==> src/mavlink_v2_frame_parser_top_defines.svh <==
// ----------------------------------------------------------------------------
// MAVLink v2 frame parser assertion macros
// Concurrent assertion wrappers clocked on i_clk, gated by i_rst_n.
// ----------------------------------------------------------------------------
`ifndef MAVLINK_V2_FRAME_PARSER_TOP_DEFINES_SVH
`define MAVLINK_V2_FRAME_PARSER_TOP_DEFINES_SVH

`ifndef NO_ASSERTIONS
`define MVP_ASSERT(lbl, prop) \
    lbl: assert property (@(posedge i_clk) disable iff (!i_rst_n) prop) \
        else $error("mvp assertion failed");
`define MVP_ASSERT_NEVER(lbl, expr) \
    lbl: assert property (@(posedge i_clk) disable iff (!i_rst_n) !(expr)) \
        else $error("mvp forbidden condition seen");
`else
`define MVP_ASSERT(lbl, prop)
`define MVP_ASSERT_NEVER(lbl, expr)
`endif

`endif

==> src/mvp_pkg.sv <==
// ----------------------------------------------------------------------------
// mvp_pkg
// Shared constants, types and CRC helpers for the MAVLink v2 frame parser.
// ----------------------------------------------------------------------------
`timescale 1ns / 1ps
`default_nettype none

package mvp_pkg;

    localparam logic [7:0]  START_BYTE   = 8'hFD;
    localparam logic [15:0] CRC_INIT     = 16'hFFFF;
    localparam logic [15:0] CRC_BAD      = 16'h0001;
    localparam logic [8:0]  HEADER_BYTES = 9'd10;
    localparam logic [8:0]  SIG_BYTES    = 9'd13;
    localparam logic [8:0]  CRC_BYTES    = 9'd2;
    localparam logic [7:0]  SIGNED_MASK  = 8'h01;

    localparam logic [8:0] POS_LEN    = 9'd1;
    localparam logic [8:0] POS_INCOMP = 9'd2;
    localparam logic [8:0] POS_SYS    = 9'd5;
    localparam logic [8:0] POS_COMP   = 9'd6;
    localparam logic [8:0] POS_ID0    = 9'd7;
    localparam logic [8:0] POS_ID1    = 9'd8;
    localparam logic [8:0] POS_ID2    = 9'd9;

    localparam int NUM_IDS = 4;

    localparam logic [1:0] REG_HEARTBEAT   = 2'd0;
    localparam logic [1:0] REG_ATTITUDE    = 2'd1;
    localparam logic [1:0] REG_GLOBAL_POS  = 2'd2;
    localparam logic [1:0] REG_COMMAND_LNG = 2'd3;

    localparam logic [23:0] RST_HEARTBEAT   = 24'd0;
    localparam logic [23:0] RST_ATTITUDE    = 24'd30;
    localparam logic [23:0] RST_GLOBAL_POS  = 24'd33;
    localparam logic [23:0] RST_COMMAND_LNG = 24'd76;

    typedef logic [NUM_IDS-1:0][23:0] t_id_set;

    typedef struct packed {
        logic [23:0] msg_id;
        logic [7:0]  sys_id;
        logic [7:0]  comp_id;
        logic [7:0]  plen;
        logic [5:0]  exp_len;
        logic        bank;
    } t_desc;

    function automatic logic [15:0] crc_add(input logic [15:0] crc, input logic [7:0] b);
        logic [7:0] t;
        t = b ^ crc[7:0];
        t = t ^ {t[3:0], 4'b0000};
        return {8'h00, crc[15:8]} ^ {t, 8'h00} ^ {5'b00000, t, 3'b000} ^ {12'h000, t[7:4]};
    endfunction

    function automatic logic [7:0] crc_extra(input logic [1:0] sel);
        logic [7:0] v;
        case (sel)
            REG_HEARTBEAT:   v = 8'd50;
            REG_ATTITUDE:    v = 8'd39;
            REG_GLOBAL_POS:  v = 8'd104;
            REG_COMMAND_LNG: v = 8'd152;
            default:         v = 8'd0;
        endcase
        return v;
    endfunction

    function automatic logic [5:0] exp_len(input logic [1:0] sel);
        logic [5:0] v;
        case (sel)
            REG_HEARTBEAT:   v = 6'd9;
            REG_ATTITUDE:    v = 6'd28;
            REG_GLOBAL_POS:  v = 6'd28;
            REG_COMMAND_LNG: v = 6'd33;
            default:         v = 6'd0;
        endcase
        return v;
    endfunction

endpackage

`default_nettype wire

==> src/mvp_front.sv <==
// ----------------------------------------------------------------------------
// mvp_front
// Frame hunter and parser: tracks byte position, runs the X.25 CRC, stores
// payload bytes and queues a descriptor for every frame that passes.
// ----------------------------------------------------------------------------
`timescale 1ns / 1ps
`default_nettype none

module mvp_front #(
    parameter int PAYLOAD_DEPTH = 64,
    parameter int AW            = 6
) (
    input  wire logic             i_clk,
    input  wire logic             i_rst_n,
    input  wire logic             i_valid,
    input  wire logic [7:0]       i_rx_byte,
    input  wire mvp_pkg::t_id_set i_ids,
    output logic                  o_desc_push,
    output mvp_pkg::t_desc        o_desc,
    output logic                  o_we,
    output logic                  o_wbank,
    output logic [AW-1:0]         o_widx,
    output logic [7:0]            o_wdata
);

    localparam logic [8:0] DEPTH9 = 9'(PAYLOAD_DEPTH);

    logic [8:0]  r_pos,    n_pos;
    logic [7:0]  r_plen,   n_plen;
    logic        r_sig,    n_sig;
    logic [7:0]  r_sys,    n_sys;
    logic [7:0]  r_comp,   n_comp;
    logic [23:0] r_id,     n_id;
    logic [15:0] r_crc,    n_crc;
    logic [7:0]  r_crc_lo, n_crc_lo;
    logic        r_bank,   n_bank;

    logic       w_hit;
    logic [1:0] w_sel;
    logic [8:0] w_end;
    logic [8:0] w_total;
    logic [8:0] w_pos1;
    logic [8:0] w_idx;

    always_comb begin
        w_hit = 1'b0;
        w_sel = mvp_pkg::REG_HEARTBEAT;
        for (int k = mvp_pkg::NUM_IDS - 1; k >= 0; k--) begin
            if (i_ids[k] == r_id) begin
                w_hit = 1'b1;
                w_sel = 2'(k);
            end
        end
    end

    assign w_end   = mvp_pkg::HEADER_BYTES + {1'b0, r_plen};
    assign w_total = w_end + mvp_pkg::CRC_BYTES + (r_sig ? mvp_pkg::SIG_BYTES : 9'd0);
    assign w_pos1  = r_pos + 9'd1;
    assign w_idx   = r_pos - mvp_pkg::HEADER_BYTES;

    assign o_wbank = r_bank;
    assign o_widx  = AW'(w_idx);
    assign o_wdata = i_rx_byte;

    always_comb begin
        o_desc.msg_id  = r_id;
        o_desc.sys_id  = r_sys;
        o_desc.comp_id = r_comp;
        o_desc.plen    = r_plen;
        o_desc.exp_len = mvp_pkg::exp_len(w_sel);
        o_desc.bank    = r_bank;
    end

    always_comb begin
        n_pos       = r_pos;
        n_plen      = r_plen;
        n_sig       = r_sig;
        n_sys       = r_sys;
        n_comp      = r_comp;
        n_id        = r_id;
        n_crc       = r_crc;
        n_crc_lo    = r_crc_lo;
        n_bank      = r_bank;
        o_we        = 1'b0;
        o_desc_push = 1'b0;
        if (i_valid) begin
            if (r_pos == 9'd0) begin
                if (i_rx_byte == mvp_pkg::START_BYTE) begin
                    n_pos = 9'd1;
                    n_crc = mvp_pkg::CRC_INIT;
                end
            end else begin
                if (r_pos < mvp_pkg::HEADER_BYTES) begin
                    n_crc = mvp_pkg::crc_add(r_crc, i_rx_byte);
                    case (r_pos)
                        mvp_pkg::POS_LEN:    n_plen = i_rx_byte;
                        mvp_pkg::POS_INCOMP: n_sig  = |(i_rx_byte & mvp_pkg::SIGNED_MASK);
                        mvp_pkg::POS_SYS:    n_sys  = i_rx_byte;
                        mvp_pkg::POS_COMP:   n_comp = i_rx_byte;
                        mvp_pkg::POS_ID0:    n_id   = {16'h0000, i_rx_byte};
                        mvp_pkg::POS_ID1:    n_id   = {r_id[23:16], i_rx_byte, r_id[7:0]};
                        mvp_pkg::POS_ID2:    n_id   = {i_rx_byte, r_id[15:0]};
                        default: ;
                    endcase
                end else if (r_pos < w_end) begin
                    n_crc = mvp_pkg::crc_add(r_crc, i_rx_byte);
                    o_we  = (w_idx < DEPTH9);
                end else if (r_pos == w_end) begin
                    n_crc_lo = i_rx_byte;
                end else if (r_pos == w_end + 9'd1) begin
                    if (w_hit) begin
                        n_crc = mvp_pkg::crc_add(r_crc, mvp_pkg::crc_extra(w_sel))
                                ^ {i_rx_byte, r_crc_lo};
                    end else begin
                        n_crc = mvp_pkg::CRC_BAD;
                    end
                end
                if (w_pos1 >= w_total) begin
                    n_pos = 9'd0;
                    if (w_hit && (n_crc == 16'h0000) &&
                        (r_plen <= {2'b00, mvp_pkg::exp_len(w_sel)})) begin
                        o_desc_push = 1'b1;
                        n_bank      = ~r_bank;
                    end
                end else begin
                    n_pos = w_pos1;
                end
            end
        end
    end

    always_ff @(posedge i_clk) begin
        if (!i_rst_n) begin
            r_pos    <= 9'd0;
            r_plen   <= 8'd0;
            r_sig    <= 1'b0;
            r_sys    <= 8'd0;
            r_comp   <= 8'd0;
            r_id     <= 24'd0;
            r_crc    <= mvp_pkg::CRC_INIT;
            r_crc_lo <= 8'd0;
            r_bank   <= 1'b0;
        end else begin
            r_pos    <= n_pos;
            r_plen   <= n_plen;
            r_sig    <= n_sig;
            r_sys    <= n_sys;
            r_comp   <= n_comp;
            r_id     <= n_id;
            r_crc    <= n_crc;
            r_crc_lo <= n_crc_lo;
            r_bank   <= n_bank;
        end
    end

endmodule

`default_nettype wire

==> src/mvp_desc_fifo.sv <==
// ----------------------------------------------------------------------------
// mvp_desc_fifo
// Two-entry queue of accepted frame descriptors between parser and emitter.
// ----------------------------------------------------------------------------
`timescale 1ns / 1ps
`default_nettype none

`include "mavlink_v2_frame_parser_top_defines.svh"

module mvp_desc_fifo (
    input  wire logic           i_clk,
    input  wire logic           i_rst_n,
    input  wire logic           i_push,
    input  wire mvp_pkg::t_desc i_desc,
    input  wire logic           i_pop,
    output logic                o_full,
    output logic                o_empty,
    output mvp_pkg::t_desc      o_head
);

    mvp_pkg::t_desc r_mem [0:1];
    logic           r_wp;
    logic           r_rp;
    logic [1:0]     r_count;

    assign o_full  = (r_count == 2'd2);
    assign o_empty = (r_count == 2'd0);
    assign o_head  = r_mem[r_rp];

    always_ff @(posedge i_clk) begin
        if (i_push) begin
            r_mem[r_wp] <= i_desc;
        end
    end

    always_ff @(posedge i_clk) begin
        if (!i_rst_n) begin
            r_wp    <= 1'b0;
            r_rp    <= 1'b0;
            r_count <= 2'd0;
        end else begin
            if (i_push) begin
                r_wp <= ~r_wp;
            end
            if (i_pop) begin
                r_rp <= ~r_rp;
            end
            case ({i_push, i_pop})
                2'b10:   r_count <= r_count + 2'd1;
                2'b01:   r_count <= r_count - 2'd1;
                default: r_count <= r_count;
            endcase
        end
    end

    `MVP_ASSERT_NEVER(a_push_when_full, i_push && !i_pop && (r_count == 2'd2))
    `MVP_ASSERT_NEVER(a_pop_when_empty, i_pop && (r_count == 2'd0))
    `MVP_ASSERT_NEVER(a_count_range, r_count == 2'd3)

endmodule

`default_nettype wire

==> src/mvp_back.sv <==
// ----------------------------------------------------------------------------
// mvp_back
// Payload store and result emitter: walks each queued frame and presents its
// zero-padded payload one item at a time.
// ----------------------------------------------------------------------------
`timescale 1ns / 1ps
`default_nettype none

`include "mavlink_v2_frame_parser_top_defines.svh"

module mvp_back #(
    parameter int PAYLOAD_DEPTH = 64,
    parameter int AW            = 6
) (
    input  wire logic           i_clk,
    input  wire logic           i_rst_n,
    input  wire logic           i_we,
    input  wire logic           i_wbank,
    input  wire logic [AW-1:0]  i_widx,
    input  wire logic [7:0]     i_wdata,
    input  wire logic           i_q_empty,
    input  wire mvp_pkg::t_desc i_head,
    output logic                o_q_pop,
    input  wire logic           i_pop,
    output logic                o_empty,
    output logic [23:0]         o_message_id,
    output logic [7:0]          o_system_id,
    output logic [7:0]          o_component_id,
    output logic [7:0]          o_payload_byte,
    output logic [5:0]          o_byte_index,
    output logic                o_last_byte
);

    typedef enum logic [1:0] {
        S_IDLE,
        S_FETCH,
        S_LOAD,
        S_HOLD
    } t_state;

    logic [7:0]  r_mem [0:1][0:PAYLOAD_DEPTH-1];
    logic [7:0]  r_rdata;

    t_state      r_state;
    logic [5:0]  r_k;
    logic        r_empty;
    logic [23:0] r_msg;
    logic [7:0]  r_sys;
    logic [7:0]  r_comp;
    logic [7:0]  r_pb;
    logic        r_last;

    always_ff @(posedge i_clk) begin
        if (i_we) begin
            r_mem[i_wbank][i_widx] <= i_wdata;
        end
        r_rdata <= r_mem[i_head.bank][AW'(r_k)];
    end

    assign o_q_pop        = (r_state == S_HOLD) && i_pop && r_last;
    assign o_empty        = r_empty;
    assign o_message_id   = r_msg;
    assign o_system_id    = r_sys;
    assign o_component_id = r_comp;
    assign o_payload_byte = r_pb;
    assign o_byte_index   = r_k;
    assign o_last_byte    = r_last;

    always_ff @(posedge i_clk) begin
        if (!i_rst_n) begin
            r_state <= S_IDLE;
            r_k     <= 6'd0;
            r_empty <= 1'b1;
            r_last  <= 1'b0;
        end else begin
            case (r_state)
                S_IDLE: begin
                    if (!i_q_empty) begin
                        r_k     <= 6'd0;
                        r_state <= S_FETCH;
                    end
                end
                S_FETCH: begin
                    r_state <= S_LOAD;
                end
                S_LOAD: begin
                    r_msg   <= i_head.msg_id;
                    r_sys   <= i_head.sys_id;
                    r_comp  <= i_head.comp_id;
                    r_pb    <= ({2'b00, r_k} < i_head.plen) ? r_rdata : 8'h00;
                    r_last  <= ((r_k + 6'd1) == i_head.exp_len);
                    r_empty <= 1'b0;
                    r_state <= S_HOLD;
                end
                S_HOLD: begin
                    if (i_pop) begin
                        r_empty <= 1'b1;
                        if (r_last) begin
                            r_state <= S_IDLE;
                        end else begin
                            r_k     <= r_k + 6'd1;
                            r_state <= S_FETCH;
                        end
                    end
                end
                default: begin
                    r_state <= S_IDLE;
                    r_empty <= 1'b1;
                end
            endcase
        end
    end

    `MVP_ASSERT(a_index_in_range, !r_empty |-> (r_k < i_head.exp_len))
    `MVP_ASSERT(a_last_ends_frame, (i_pop && !r_empty && r_last) |=> r_empty)
    `MVP_ASSERT_NEVER(a_result_without_frame, !r_empty && i_q_empty)

endmodule

`default_nettype wire

==> src/mavlink_v2_frame_parser_top.sv <==
// ----------------------------------------------------------------------------
// MAVLink v2 frame parser
// Byte stream in, verified and zero-padded payload bytes out.
// ----------------------------------------------------------------------------
// Input queue side: drive i_rx_byte with push; a byte is taken on a clock edge
// with push high and full low. Bytes are taken back to back while full is low;
// full rises only when two passed frames still wait for their results.
// Result queue side: while empty is low the oldest result item sits on the
// o_* ports; pop takes it. Each result item is made in order: the payload store
// is read, the output register is loaded, and the item is shown until pop takes
// it. A passed frame starts emitting once the emitter is idle and its descriptor
// is queued, and gives 9, 28 or 33 items depending on its matched id.
// Receiver stall: the shown item holds; the parser keeps taking bytes into the
// second payload bank until two frames are pending.
// Configuration: APB writes at byte address 4*i set the four message ids;
// pready is always high. Write only while the block is idle.
// Reset (synchronous, i_rst_n low): parser hunts for the start byte, queues
// empty, ids return to 0, 30, 33 and 76.
// ----------------------------------------------------------------------------
`timescale 1ns / 1ps
`default_nettype none

module mavlink_v2_frame_parser_top #(
    parameter int PAYLOAD_DEPTH = 64
) (
    input  wire logic        i_clk,
    input  wire logic        i_rst_n,
    input  wire logic        push,
    output logic             full,
    input  wire logic [7:0]  i_rx_byte,
    output logic             empty,
    input  wire logic        pop,
    output logic [23:0]      o_message_id,
    output logic [7:0]       o_system_id,
    output logic [7:0]       o_component_id,
    output logic [7:0]       o_payload_byte,
    output logic [5:0]       o_byte_index,
    output logic             o_last_byte,
    input  wire logic        psel,
    input  wire logic        penable,
    input  wire logic        pwrite,
    input  wire logic [3:0]  paddr,
    input  wire logic [31:0] pwdata,
    output logic [31:0]      prdata,
    output logic             pready
);

    localparam int AW = $clog2(PAYLOAD_DEPTH);

    mvp_pkg::t_id_set r_ids;
    logic             w_cfg_wr;
    logic             w_in_take;
    logic             w_desc_push;
    mvp_pkg::t_desc   w_desc;
    logic             w_we;
    logic             w_wbank;
    logic [AW-1:0]    w_widx;
    logic [7:0]       w_wdata;
    logic             w_q_empty;
    logic             w_q_pop;
    mvp_pkg::t_desc   w_head;

    assign pready    = 1'b1;
    assign w_cfg_wr  = psel && penable && pwrite && pready;
    assign w_in_take = push && !full;

    always_ff @(posedge i_clk) begin
        if (!i_rst_n) begin
            r_ids[mvp_pkg::REG_HEARTBEAT]   <= mvp_pkg::RST_HEARTBEAT;
            r_ids[mvp_pkg::REG_ATTITUDE]    <= mvp_pkg::RST_ATTITUDE;
            r_ids[mvp_pkg::REG_GLOBAL_POS]  <= mvp_pkg::RST_GLOBAL_POS;
            r_ids[mvp_pkg::REG_COMMAND_LNG] <= mvp_pkg::RST_COMMAND_LNG;
        end else if (w_cfg_wr) begin
            r_ids[paddr[3:2]] <= pwdata[23:0];
        end
    end

    always_comb begin
        case (paddr[3:2])
            mvp_pkg::REG_HEARTBEAT:   prdata = {8'h00, r_ids[mvp_pkg::REG_HEARTBEAT]};
            mvp_pkg::REG_ATTITUDE:    prdata = {8'h00, r_ids[mvp_pkg::REG_ATTITUDE]};
            mvp_pkg::REG_GLOBAL_POS:  prdata = {8'h00, r_ids[mvp_pkg::REG_GLOBAL_POS]};
            mvp_pkg::REG_COMMAND_LNG: prdata = {8'h00, r_ids[mvp_pkg::REG_COMMAND_LNG]};
            default:                  prdata = 32'h0000_0000;
        endcase
    end

    mvp_front #(
        .PAYLOAD_DEPTH (PAYLOAD_DEPTH),
        .AW            (AW)
    ) u_front (
        .i_clk       (i_clk),
        .i_rst_n     (i_rst_n),
        .i_valid     (w_in_take),
        .i_rx_byte   (i_rx_byte),
        .i_ids       (r_ids),
        .o_desc_push (w_desc_push),
        .o_desc      (w_desc),
        .o_we        (w_we),
        .o_wbank     (w_wbank),
        .o_widx      (w_widx),
        .o_wdata     (w_wdata)
    );

    mvp_desc_fifo u_fifo (
        .i_clk   (i_clk),
        .i_rst_n (i_rst_n),
        .i_push  (w_desc_push),
        .i_desc  (w_desc),
        .i_pop   (w_q_pop),
        .o_full  (full),
        .o_empty (w_q_empty),
        .o_head  (w_head)
    );

    mvp_back #(
        .PAYLOAD_DEPTH (PAYLOAD_DEPTH),
        .AW            (AW)
    ) u_back (
        .i_clk          (i_clk),
        .i_rst_n        (i_rst_n),
        .i_we           (w_we),
        .i_wbank        (w_wbank),
        .i_widx         (w_widx),
        .i_wdata        (w_wdata),
        .i_q_empty      (w_q_empty),
        .i_head         (w_head),
        .o_q_pop        (w_q_pop),
        .i_pop          (pop),
        .o_empty        (empty),
        .o_message_id   (o_message_id),
        .o_system_id    (o_system_id),
        .o_component_id (o_component_id),
        .o_payload_byte (o_payload_byte),
        .o_byte_index   (o_byte_index),
        .o_last_byte    (o_last_byte)
    );

endmodule

`default_nettype wire
==> config.mk <==
export PLATFORM = sky130hd
export DESIGN_NAME = mavlink_v2_frame_parser_top
export DESIGN_NICKNAME = d
export VERILOG_FILES = /design/src/mvp_pkg.sv /design/src/mvp_front.sv /design/src/mvp_desc_fifo.sv /design/src/mvp_back.sv /design/src/mavlink_v2_frame_parser_top.sv
export VERILOG_INCLUDE_DIRS = /design/src /design/src/src
export SDC_FILE = /design/constraint.sdc
export NUM_CORES = 2
export LEC_CHECK = 0
export BUFFER_PORTS_ARGS = -buffer_cell sky130_fd_sc_hd__buf_2
export CAP_MARGIN = 10
export CELL_PAD_IN_SITES_DETAIL_PLACEMENT = 1
export CELL_PAD_IN_SITES_GLOBAL_PLACEMENT = 2
export CORE_UTILIZATION = 40
export CTS_CLUSTER_DIAMETER = 150
export DETAILED_ROUTE_END_ITERATION = 6
export PLACE_DENSITY = 0.69
export SLEW_MARGIN = 20
export SYNTH_ARGS = -nofsm -noshare
export SYNTH_HDL_FRONTEND = slang
export SYNTH_SLANG_ARGS = --single-unit
==> constraint.sdc <==
create_clock -name i_clk -period 6.7 [get_ports i_clk]
set_input_delay 0.67 -clock i_clk [delete_from_list [all_inputs] [get_ports i_clk]]
set_output_delay 0.67 -clock i_clk [all_outputs]
set_load 0.005 [all_outputs]
==> results.md <==
* Adder-cell share of the synthesized area at 0.0110
* Cell Area, Placed at 0.0595 mm²
* I/O pin total at 141
* RR Endpoint: u_fifo.r_mem[0][54]
* Die Width at 378 µm
* Layout area overhead at 13.4%
* Post-synthesis compound-gate area fraction at 0.0288
* Yosys top cell area share at 0.624
* Die Y at 378 µm
* Sw power at 3.68 mW
* Fmax at 160 MHz
* Clock slew at reported path FFs at 0.06 ns
* Final Wtd Congestion at 0.845
* Count of unique library cells instantiated by Yosys at 78
* Synth Flop Type: edfxtp_1
* Synth top area cells: edfxtp_1, mux4_2, dfxtp_1
* Async S/R FF share, synth at 0
* Syn Area/Cell at 17.0 µm²
* Worst slew margin at 0.209
* Routed vias at 30.5k
* Final Util at 0.459
* Slew Viols, Final at 0
* Synth cell count leaders: edfxtp_1, mux4_2, nand2_1
* Status: finished, final reports clean
* WP data required at 7.16 ns
* Worst Skew at 0.0208 ns
* Setup total negative slack at 0 ns
* Final hold vios at 0
* Post-synth EDFFs at 1,178
* CP max stage delay at 0.87 ns
* Endpoint type of the worst setup path: flop
* Initial antenna violation count at 3
* Vias in the first global route at 32.5k
* Critical path launch point type: flop
* R2R Path Start: u_front.r_id[12]
* Met1 usage at 0.305
* Count leader, synth: edfxtp_1
* Core Area at 0.140 mm²
* Worst hold endpoint: r_ids[25]
* Hold-fix buffers, CTS at 0
* Sequential area share after synthesis at 0.695
* Largest delay share family, worst path: simple AND/OR/NAND/NOR gates
* Post-Synthesis Cell Area at 0.0567 mm²
* YS warnings at 0
* TritonCTS clock tree: done
* PortBufs at 121
* Clock network fraction of total power at 0.452
* Min-delay worst type: in2reg
* Worst IR Drop VDD at 0.000234 V
* Nets at 3,575
* Buffer levels on the longest clock path at 3
* Routed len/inst at 28.1 µm
* FF-to-FF path depth at 19
* Sequential share of power at 0.527
* P per Cell Area at 275 mW/mm²
* Post-synth top area cell: edfxtp_1
* Sw Ratio at 0.208
* Met3 usage at 0.0347
* Site row count at 137
* Max H-tree Level at 4
* Hold Slack at 0.174 ns
* Share of post-route cells with drive strength above 1 at 0.237
* Multi-input logic area at 0.0164 mm²
* Critical Path Fanout Max at 12
* Initial DRC Count at 2,586
* XOR/XNOR share of the synthesized area at 0.0311
* Final ANT Viol Nets at 0
* Worst path cell trace: xor2_1, nor4_1, nand4_1, nor3_1, nor2_1, or2_2, ha_1, ha_1, a21o_1, a21o_1, a21o_1, a21oi_1, o211ai_1, a21oi_1, o2111a_1, and4b_1, nand3_1, inv_2, buf_4
* Post-cts sizing count at 0
* First-pass GRT wire length at 225,000 µm
* CTS Buf Count at 149
* Met2 usage at 0.350
* Crit share post-route at 0.931
* Busiest grt layer: met2
* Worst R2R Setup Slack at 0.46 ns
* Number of iterations in the first detailed-routing pass at 5
* Leakage Power at 20.5 nW
* Post-CTS Setup Inserts at 0
* Clock root cell: clkbuf_16
* Fin crit period at 6.24 ns
* WHS Path Cells at 3
* Yosys reg bits at 1,380
* Combinational share of power at 0.020
* Mapped Cells at 3,336
* Tightest Pin Transition at 1.18 ns
* Die area at 0.143 mm²
* Crit path kind: reg2reg
* Synth Area in Simple Gates at 0.0601
* Largest net degree at the start of global routing at 99
* Post-DP HPWL at 97,800 µm
* Seq. cell area at 0.0394 mm²
* GRT overflow at 0
* RSZ-0062 raised after global routing: false
* # DRC at 0
* CP Data Arrival Time at 6.70 ns
* HP Start: pwdata[1]
* Maxcap violations at 0
* Filler Cells Inserted at 13.4k
* Fin area at 0.0643 mm²
* Post-synthesis mux area share at 0.156
* Clk_lat worst skew at 0.78 ns
* Total GRT Usage at 0.217
* CP bufs+invs at 2
* Largest family of logic cells by synthesized area: multiplexers
* Most frequent cell on the critical path: a21o_1
* Slowest-stage cell, CP: nor3_1
* Initial Utilization at 0.405
* WL final at 154,000 µm
* Via-to-Cell Ratio at 5.58
* Int Power at 14.0 mW
* Final setup fails at 0
* CTS sink count at 1,380
==> sequential cells by signal (all words and copies together), names as in the netlist, 9 cells and up, named ones only <==
| signal | flops |
|---|---|
| u_front.r_pos | 9 |
| u_fifo.r_mem | 106 |
| u_back.r_mem | 1024 |
| u_front.r_crc | 16 |
| u_back.o_message_id | 24 |
| u_front.r_id | 24 |
| r_ids | 96 |
==> tightest hold or removal path, delay by kind of cell <==
kind                   cells  cell delay [ns]
AND/OR/NAND/NOR            2             0.12
buffers and inverters      1             0.11
==> power by group through the flow <==
stage	logic, mW	registers, mW	clock network [mW]
after detailed placement	0.365	9.51	0
after global placement	0.345	9.51	0
after global routing	0.389	9.32	8.45
after CTS	0.365	9.33	8.17
final	0.361	9.33	8.00
after floorplan	0.140	9.51	0
==> cells by family (layout without fill, tap and decap cells) <==
logic type                 after synthesis  count (layout)
other                                    2              10
xor gates and xnor gates               196             196
AOI/OAI and AO/OA                      280             280
buffers and inverters                  242             492
muxes                                  429             429
DFF                                   1380            1380
adders and majority gates               50              50
and+or+nand+nor                        757             757
==> cells in the final DEF (no fill, tap or decap), types with 7 or more instances in the layout <==
cell / synthesis / routed
a21o_1: 10 / 10
a21oi_1: 170 / 170
a22oi_1: 9 / 9
and3_1: 14 / 14
buf_12: 0 / 7
buf_2: 16 / 113
buf_4: 9 / 73
bufinv_16: 0 / 9
clkbuf_1: 162 / 30
clkbuf_16: 0 / 154
clkinv_1: 1 / 33
clkinv_2: 0 / 22
clkinvlp_4: 0 / 7
conb_1: 2 / 9
dfxtp_1: 202 / 197
edfxtp_1: 1178 / 1178
ha_1: 50 / 50
inv_1: 24 / 23
mux2_2: 48 / 48
mux2i_1: 21 / 20
mux4_2: 360 / 360
nand2_1: 323 / 323
nand2b_1: 14 / 14
nand3_1: 59 / 59
nand3b_1: 8 / 8
nand4_1: 19 / 19
nor2_1: 205 / 203
nor2b_1: 29 / 29
nor3_1: 27 / 25
nor4_1: 18 / 18
o21ai_0: 39 / 39
xnor2_1: 93 / 93
xor2_1: 98 / 98
==> worst max-delay path by stage <==
stage | endpoint | start | cells past startpoint | slack, ns
finish | u_fifo.r_mem[0][54] | u_front.r_id[12] | 19 | 0.46
global placement | u_fifo.r_count[1] | u_front.r_id[12] | 20 | 0.75
CTS | u_fifo.r_mem[0][54] | u_front.r_id[12] | 19 | 0.64
global route | u_fifo.r_count[1] | u_front.r_id[12] | 20 | 0.29
floorplan | u_fifo.r_mem[1][0] | u_front.r_id[7] | 20 | 0.21
detailed placement | u_fifo.r_mem[0][46] | u_front.r_id[12] | 19 | 0.69
==> cell type report <==
cell class | count | share of cell area
sequential | 1380 | 0.613
timing repair buffer | 196 | 0.0205
tap | 1876 | 0.0365
inverter | 26 | 0.00160
antenna | 1 | 0.0000389
clock buffer | 189 | 0.0628
clock inverter | 81 | 0.0107
multi-input combinational | 1721 | 0.255
==> layer usage <==
metal | up-vias | routed length [µm]
met4 | 0 | 3210
met3 | 211 | 7740
met2 | 852 | 74500
li1 | 13200 | -
met5 | - | 0
met1 | 16300 | 68400
==> stage by stage <==
step                power, mW  setup WS [ns]  instances
floorplan                9.65          0.207       3343
detailed placement       9.87          0.686       5198
global placement         9.85          0.749       5197
global route             18.2          0.292       5469
finish                   17.7          0.462       5470
CTS                      17.9          0.636       5468
(Power assumes the default switching activity.)
